===== src/design/mspm_pkg.sv =====
// Shared constants, codes and types for the min-position merge block.
`timescale 1ns / 1ps

package mspm_pkg;

	localparam int MAX_STREAMS = 16;
	localparam int SLOT_W      = $clog2(MAX_STREAMS);
	localparam int CNT_W       = $clog2(MAX_STREAMS + 1);
	localparam int POS_W       = 32;
	localparam int STRM_CNT_W  = 5;
	localparam int EFF_W       = (CNT_W > STRM_CNT_W) ? CNT_W : STRM_CNT_W;
	localparam int DONE_W      = 5;
	localparam int IN_SLOT_W   = 4;
	localparam int OUT_SLOT_W  = 4;
	localparam int REQ_W       = 2;
	localparam int STATUS_W    = 2;

	localparam logic [REQ_W-1:0] REQ_ARRIVE  = 2'd0;
	localparam logic [REQ_W-1:0] REQ_NEXT    = 2'd1;
	localparam logic [REQ_W-1:0] REQ_RESTART = 2'd2;

	localparam logic [STATUS_W-1:0] ST_SELECTED = 2'd0;
	localparam logic [STATUS_W-1:0] ST_FINISHED = 2'd1;
	localparam logic [STATUS_W-1:0] ST_EMPTY    = 2'd2;

	// running minimum passed down the cell chain
	typedef struct packed {
		logic                    found;
		logic [SLOT_W-1:0]       idx;
		logic signed [POS_W-1:0] key;
	} token_t;

	// broadcast command to every cell
	typedef struct packed {
		logic                    arrive;
		logic                    clear;
		logic                    pick;
		logic [SLOT_W-1:0]       slot;
		logic signed [POS_W-1:0] pos;
		logic                    exhausted;
		logic [EFF_W-1:0]        count;
	} cell_cmd_t;

endpackage


===== src/design/mspm_cell.sv =====
// One slot cell: holds a stream's head record and folds it into the running minimum.
`timescale 1ns / 1ps

module mspm_cell (
	input  logic                          clk,
	input  logic                          arst_n,
	input  logic [mspm_pkg::SLOT_W-1:0]   my_idx,
	input  mspm_pkg::cell_cmd_t           cmd,
	input  mspm_pkg::token_t              tok_in,
	output mspm_pkg::token_t              tok_out,
	output logic                          done_inc
);
	import mspm_pkg::*;

	logic                    held_q;
	logic                    fin_q;
	logic signed [POS_W-1:0] key_q;
	logic                    found_q;
	logic [SLOT_W-1:0]       idx_q;
	logic signed [POS_W-1:0] best_q;

	logic active;
	logic match;
	logic fill_ok;
	logic take;

	assign active   = EFF_W'(my_idx) < cmd.count;
	assign match    = (cmd.slot == my_idx);
	assign fill_ok  = cmd.arrive && match && active && !held_q && !fin_q;
	assign done_inc = fill_ok && cmd.exhausted;
	// strict compare: an earlier cell wins a tie
	assign take     = active && held_q && (!tok_in.found || (key_q < tok_in.key));

	always_ff @(posedge clk or negedge arst_n) begin
		if (!arst_n) begin
			held_q  <= 1'b0;
			fin_q   <= 1'b0;
			found_q <= 1'b0;
		end else begin
			found_q <= take || tok_in.found;
			if (cmd.clear) begin
				held_q <= 1'b0;
				fin_q  <= 1'b0;
			end else if (fill_ok) begin
				if (cmd.exhausted)
					fin_q <= 1'b1;
				else
					held_q <= 1'b1;
			end else if (cmd.pick && match) begin
				held_q <= 1'b0;
			end
		end
	end

	always_ff @(posedge clk) begin
		if (fill_ok && !cmd.exhausted)
			key_q <= cmd.pos;
		idx_q  <= take ? my_idx : tok_in.idx;
		best_q <= take ? key_q : tok_in.key;
	end

	assign tok_out = '{found: found_q, idx: idx_q, key: best_q};

endmodule


===== src/design/multi_stream_min_position_merge.sv =====
// Top level of the k-way merge by position: request handling, done count and result register.
`timescale 1ns / 1ps

// Merges up to MAX_STREAMS sorted record streams by position. Each stream
// owns one cell of a chain; a cell holds at most one head record. Requests
// arrive on the s_ side with the kind in s_tuser: an arrival fills an empty
// active slot (or marks it finished when the stream has run dry), a next
// request returns the held record with the least position (lowest slot wins
// ties) and frees that slot, and a restart empties every slot. Only next
// requests produce a response on the m_ side. Arrivals, restarts and next
// requests that find every active stream finished complete without a search.
// A next request that must search walks a running minimum down the cell
// chain, one cell per cycle, and the response is loaded once the minimum has
// passed the last cell and the output register is free. The response sits in
// an output register, and a new request is taken while it waits as long as
// the register is free to be rewritten in the same cycle. stream_count is to
// be written through cfg_we/cfg_wdata only while idle; this is not enforced.
module multi_stream_min_position_merge (
	input  logic        clk,
	input  logic        arst_n,
	// configuration
	input  logic        cfg_we,
	input  logic [4:0]  cfg_wdata,   // stream_count
	// request side
	input  logic        s_tvalid,
	output logic        s_tready,
	input  logic [39:0] s_tdata,     // [3:0] stream_slot, [35:4] record_position,
	                                 // [36] stream_exhausted, [39:37] zero
	input  logic [1:0]  s_tuser,     // req_type
	// response side
	output logic        m_tvalid,
	input  logic        m_tready,
	output logic [39:0] m_tdata,     // [3:0] selected_slot, [35:4] selected_position,
	                                 // [39:36] zero
	output logic [1:0]  m_tuser      // status
);
	import mspm_pkg::*;

	localparam logic [1:0] S_IDLE = 2'd0;
	localparam logic [1:0] S_SCAN = 2'd1;

	// request fields
	logic [IN_SLOT_W-1:0]    in_slot;
	logic signed [POS_W-1:0] in_pos;
	logic                    in_exh;
	logic [REQ_W-1:0]        in_req;

	assign in_slot = s_tdata[3:0];
	assign in_pos  = s_tdata[35:4];
	assign in_exh  = s_tdata[36];
	assign in_req  = s_tuser;

	logic [STRM_CNT_W-1:0] stream_count_q;
	logic [DONE_W-1:0]     done_q;
	logic [1:0]            state_q;
	logic [CNT_W-1:0]      scan_cnt_q;

	logic                    m_valid_q;
	logic [STATUS_W-1:0]     m_status_q;
	logic [OUT_SLOT_W-1:0]   m_slot_q;
	logic signed [POS_W-1:0] m_pos_q;

	// effective count: values above MAX_STREAMS act as MAX_STREAMS
	logic [EFF_W-1:0] count_eff;
	logic [EFF_W-1:0] cfg_ext;
	assign cfg_ext   = EFF_W'(stream_count_q);
	assign count_eff = (cfg_ext > EFF_W'(MAX_STREAMS)) ? EFF_W'(MAX_STREAMS) : cfg_ext;

	logic out_free;
	logic s_acc;
	logic slot_ok;
	logic all_done;
	logic scan_done;
	logic any_done_inc;

	token_t                 tok   [MAX_STREAMS];
	token_t                 tin   [MAX_STREAMS];
	logic [MAX_STREAMS-1:0] done_inc;
	cell_cmd_t              cmd;
	token_t                 last_tok;

	assign out_free  = !m_valid_q || m_tready;
	assign s_tready  = (state_q == S_IDLE) && out_free;
	assign s_acc     = s_tvalid && s_tready;
	assign slot_ok   = EFF_W'(in_slot) < count_eff;
	assign all_done  = (EFF_W'(done_q) == count_eff);
	assign last_tok  = tok[MAX_STREAMS-1];
	// last cell's register is settled once the minimum has crossed every cell
	assign scan_done = (state_q == S_SCAN) && (scan_cnt_q == CNT_W'(MAX_STREAMS)) && out_free;
	assign any_done_inc = |done_inc;

	always_comb begin
		cmd.arrive    = s_acc && (in_req == REQ_ARRIVE) && slot_ok;
		cmd.clear     = s_acc && (in_req == REQ_RESTART);
		cmd.pick      = scan_done && last_tok.found;
		cmd.slot      = cmd.pick ? last_tok.idx : SLOT_W'(in_slot);
		cmd.pos       = in_pos;
		cmd.exhausted = in_exh;
		cmd.count     = count_eff;
	end

	// cell chain: the seed at the head carries no record
	genvar gi;
	generate
		for (gi = 0; gi < MAX_STREAMS; gi++) begin : g_cell
			if (gi == 0) begin : g_head
				assign tin[gi] = '{found: 1'b0, idx: '0, key: '0};
			end else begin : g_link
				assign tin[gi] = tok[gi-1];
			end
			mspm_cell u_cell (
				.clk      (clk),
				.arst_n   (arst_n),
				.my_idx   (SLOT_W'(gi)),
				.cmd      (cmd),
				.tok_in   (tin[gi]),
				.tok_out  (tok[gi]),
				.done_inc (done_inc[gi])
			);
		end
	endgenerate

	// control: config, done count, sequencer
	always_ff @(posedge clk or negedge arst_n) begin
		if (!arst_n) begin
			stream_count_q <= STRM_CNT_W'(16);
			done_q         <= '0;
			state_q        <= S_IDLE;
			scan_cnt_q     <= '0;
		end else begin
			if (cfg_we)
				stream_count_q <= cfg_wdata;

			if (cmd.clear)
				done_q <= '0;
			else if (any_done_inc && (done_q != {DONE_W{1'b1}}))
				done_q <= done_q + 1'b1;

			unique case (state_q)
				S_IDLE: begin
					if (s_acc && (in_req == REQ_NEXT) && !all_done) begin
						state_q    <= S_SCAN;
						scan_cnt_q <= '0;
					end
				end
				S_SCAN: begin
					if (scan_cnt_q != CNT_W'(MAX_STREAMS))
						scan_cnt_q <= scan_cnt_q + 1'b1;
					else if (scan_done)
						state_q <= S_IDLE;
				end
				default: state_q <= S_IDLE;
			endcase
		end
	end

	// response register
	always_ff @(posedge clk or negedge arst_n) begin
		if (!arst_n) begin
			m_valid_q <= 1'b0;
		end else begin
			priority if (s_acc && (in_req == REQ_NEXT) && all_done)
				m_valid_q <= 1'b1;
			else if (scan_done)
				m_valid_q <= 1'b1;
			else if (m_tready)
				m_valid_q <= 1'b0;
		end
	end

	always_ff @(posedge clk) begin
		if (s_acc && (in_req == REQ_NEXT) && all_done) begin
			m_status_q <= ST_FINISHED;
			m_slot_q   <= '0;
			m_pos_q    <= '0;
		end else if (scan_done) begin
			if (last_tok.found) begin
				m_status_q <= ST_SELECTED;
				m_slot_q   <= OUT_SLOT_W'(last_tok.idx);
				m_pos_q    <= last_tok.key;
			end else begin
				m_status_q <= ST_EMPTY;
				m_slot_q   <= '0;
				m_pos_q    <= '0;
			end
		end
	end

	assign m_tvalid = m_valid_q;
	assign m_tuser  = m_status_q;
	assign m_tdata  = {4'b0, m_pos_q, m_slot_q};

endmodule

===== config.mk =====
export PLATFORM = sky130hd
export DESIGN_NAME = multi_stream_min_position_merge
export DESIGN_NICKNAME = d
export VERILOG_FILES = /design/src/design/mspm_pkg.sv /design/src/design/mspm_cell.sv /design/src/design/multi_stream_min_position_merge.sv
export SDC_FILE = /design/constraint.sdc
export NUM_CORES = 2
export LEC_CHECK = 0
export BUFFER_PORTS_ARGS = -buffer_cell sky130_fd_sc_hd__buf_2
export CORE_UTILIZATION = 45
export CTS_CLUSTER_SIZE = 24
export DETAILED_ROUTE_END_ITERATION = 8
export SLEW_MARGIN = 20
export SYNTH_ARGS = -nofsm -noshare
export SYNTH_HDL_FRONTEND = slang
export SYNTH_HIERARCHICAL = 1
export SYNTH_SLANG_ARGS = --single-unit

===== constraint.sdc =====
create_clock -name clk -period 4.6 [get_ports clk]
set_input_delay 0.46 -clock clk [delete_from_list [all_inputs] [get_ports clk]]
set_output_delay 0.46 -clock clk [all_outputs]
set_load 0.02 [all_outputs]

==> out/results.txt <==
Synth Instances - 5662
Clk_lat worst skew - 760 ps
Yosys reg bits - 1191
Routed Antenna Nets - 0
Synth area leader - mux2i_1
Unrepaired setup endpoints after global routing - false
Worst-case reg-to-reg path depth - 19
Slew Limit Fails - 0
Critical path launch point - scan_cnt_q[0]$_DFFE_PN0P_
Initial DRC Count - 1140
Worst Setup Path Type - reg2reg
Asr flop ratio synth - 5.46%
Critical Path Source Type - register
LEAKAGE - 30.8 nW
Fill count - 12800
Ranking of synthesized cells by area - mux2i_1 (26%), edfxtp_1 (23%), dfxtp_1 (19%)
Final Cycle Share - 91.0%
Share of the synthesized area in the top cell type - 26.2%
Die Y - 385 um
Routed len/inst - 15.4 um
Gr ovfl total - 0
Die ar. - 0.148 sq mm
Fmax - 239 MHz
Initial antenna violation count - 2
Register area share after synthesis - 44.4%
Buffers on Ports - 88
Final setup vio count - 0
Detailed-route DRC error count - 0
CP Capture Type - register
Slew of the pin with the lowest slew margin - 1100 ps
Worst r2r dst - done_q[3]$_DFFE_PN0P_
CP max FO - 13
Final Critical Period - 4180 ps
Worst endpoint required time - 5220 ps
Clk slew on worst S/H paths - 60 ps
Worst Hold Class - in2async
Worst vdd ir - 0.000313 V
Final Hold Vio Count - 0
Routability congestion estimate - 0.804
CTS Buffer Depth - 3
EDFF count, synth - 512
Synth warnings - 6
Status - complete, no violations
Starting Density - 45.4%
Multi-input gate area - 0.0336 sq mm
Cell with the most instances after synthesis - mux2i_1
Synthesized area - 0.0660 sq mm
Growth of design area from synthesis to finish - 11.1%
Global Route Usage Sum - 17.2%
Setup WS post-layout - 416 ps
CTS Root Cell - clkbuf_16
Final Skew - 30.2 ps
Cell Pwr Density - 533 mW/mm^2
R2r startpoint - scan_cnt_q[0]$_DFFE_PN0P_
WL final - 125000 um
Total number of vias - 40400
Fraction of layout cells with a size suffix above 1 - 8.08%
Clock Sinks - 1191
Detailed Place HPWL - 98200 um
Worst slack at placement - 463 ps
Die width - 385 um
Syn Area/Cell - 11.7 sq um
Worst hold margin - 65.1 ps
Relative slew slack - 26.8%
Avg Vias per Cell - 4.95
IO Pins - 96
Predominant post-synthesis flop cell - dfxtp_1
TritonCTS clock tree - built
Max-Cap Viols - 0
First-pass GRT wire length - 207000 um
First-pass DRT Iterations - 4
Termination of the worst setup path - done_q[3]$_DFFE_PN0P_
Core Region - 0.146 sq mm
Worst R2R Setup Slack - 420 ps
Vias in the first global route - 41300
Sequential cell area - 0.0293 sq mm
FP Rows - 140
CTS H-tree depth - 4
Post-route core utilization - 50.4%
Final-stage net count - 6719
CTS Buf Count - 134
Sum Neg Setup Slack - 0 ps
Synth unique cells - 55
Post-synth top cells - mux2i_1 (1730), inv_1 (615), dfxtp_1 (614)
Pin count of the biggest net entering global routing - 61
Post-CTS setup buffers - 0
Data arrival time of the worst path - 4800 ps
[per-stage QoR]
stage                     power (mW)  cell area, sq um  std cells
after floorplan                 26.9             67400       6026
after global placement          28.5             68800       7888
after detailed placement        29.0             68800       7888
after CTS                       39.7             73300       8144
after global routing            42.1             73300       8144
final                           39.1             73300       8146
[power breakdown]
part           switching (mW)  internal (mW)  total [mW]
registers                1.76           13.8        15.5
clock network            4.19           6.29        10.5
logic                    6.80           6.27        13.1
total                    12.8           26.3        39.1
[cell type report]
| type | count | share of cell area (%) |
|---|---|---|
| timing repair buffer | 191 | 1.84 |
| clock buffer | 200 | 5.37 |
| clock inverter | 47 | 0.635 |
| antenna | 2 | 0.00682 |
| sequential | 1191 | 39.9 |
| multi-input combinational | 3982 | 45.8 |
| tap | 1917 | 3.27 |
| inverter | 616 | 3.15 |
[cell usage in the layout (no fill, tap or decap), drive strengths merged, types with 97 or more instances in the layout]
cell type / n
dfxtp: 614
o21ai: 103
buf: 182
ha: 551
nand2: 140
nand4: 116
inv: 624
nor2: 233
a211oi: 97
a21oi: 147
conb: 366
edfxtp: 512
mux2i: 1730
clkbuf: 200
[critical path: stages (launching register included)]
cell	delay, ps
dfrtp_1	420
inv_1	80
ha_1	140
nor4bb_1	280
buf_4	210
and3_1	200
nand3_1	110
nand2_1	170
buf_4	290
buf_4	200
xnor2_1	120
nand4_1	160
nor4b_1	250
o21ai_0	240
nor2_1	240
nor4_1	90
a41oi_1	210
buf_4	200
nand4_1	110
mux2_1	320
[state kept, by name (all words and copies together) (netlist names), 2 cells and up]
signal	flops
g_cell.u_cell/idx_q	64
g_cell.u_cell/found_q	16
cfg_ext	5
m_slot_q	4
g_cell.u_cell/fin_q	16
m_tuser	2
scan_cnt_q	5
g_cell.u_cell/held_q	16
done_q	5
m_pos_q	32
g_cell.u_cell/best_q	512
g_cell.u_cell/key_q	512
[metal layers]
metal | wire length, um | global-route usage (%)
met1 | 54400 | 19.9
met2 | 64600 | 32.1
met3 | 2940 | 2.50
met4 | 3140 | 5.27
met5 | 0 | 0
[logic make-up (layout without fill, tap and decap cells)]
group           count (synthesis)  after routing  share of synthesized area (%)
compound gates                505            505                           4.89
xor+xnor                       70             70                          0.928
fa+ha+maj                     551            551                           10.4
buf+inv                       853           1054                           7.22
flops                        1191           1191                           44.4
mux                          1738           1738                           26.4
other cells                     2            368                         0.0114
simple gates                  752            752                           5.80
[worst min-delay path by stage]
stage	depth (start not counted)	startpoint	endpoint	slack, ps
floorplan	0	arst_n	cfg_ext[0]$_DFFE_PN0P_	160
global placement	1	arst_n	g_cell[0].u_cell/found_q$_DFF_PN0_	290
detailed placement	1	arst_n	g_cell[0].u_cell/found_q$_DFF_PN0_	290
CTS	2	cfg_we	cfg_ext[1]$_DFFE_PN0P_	2
global route	2	cfg_we	cfg_ext[4]$_DFFE_PN1P_	40
finish	2	arst_n	g_cell[2].u_cell/found_q$_DFF_PN0_	70
[repair_timing]
item	CTS	global route
endpoints found under the hold margin	18	0
hold buffers	9	0
gates resized for setup	0	0
Note: power is estimated with default switching activity, not from simulation.
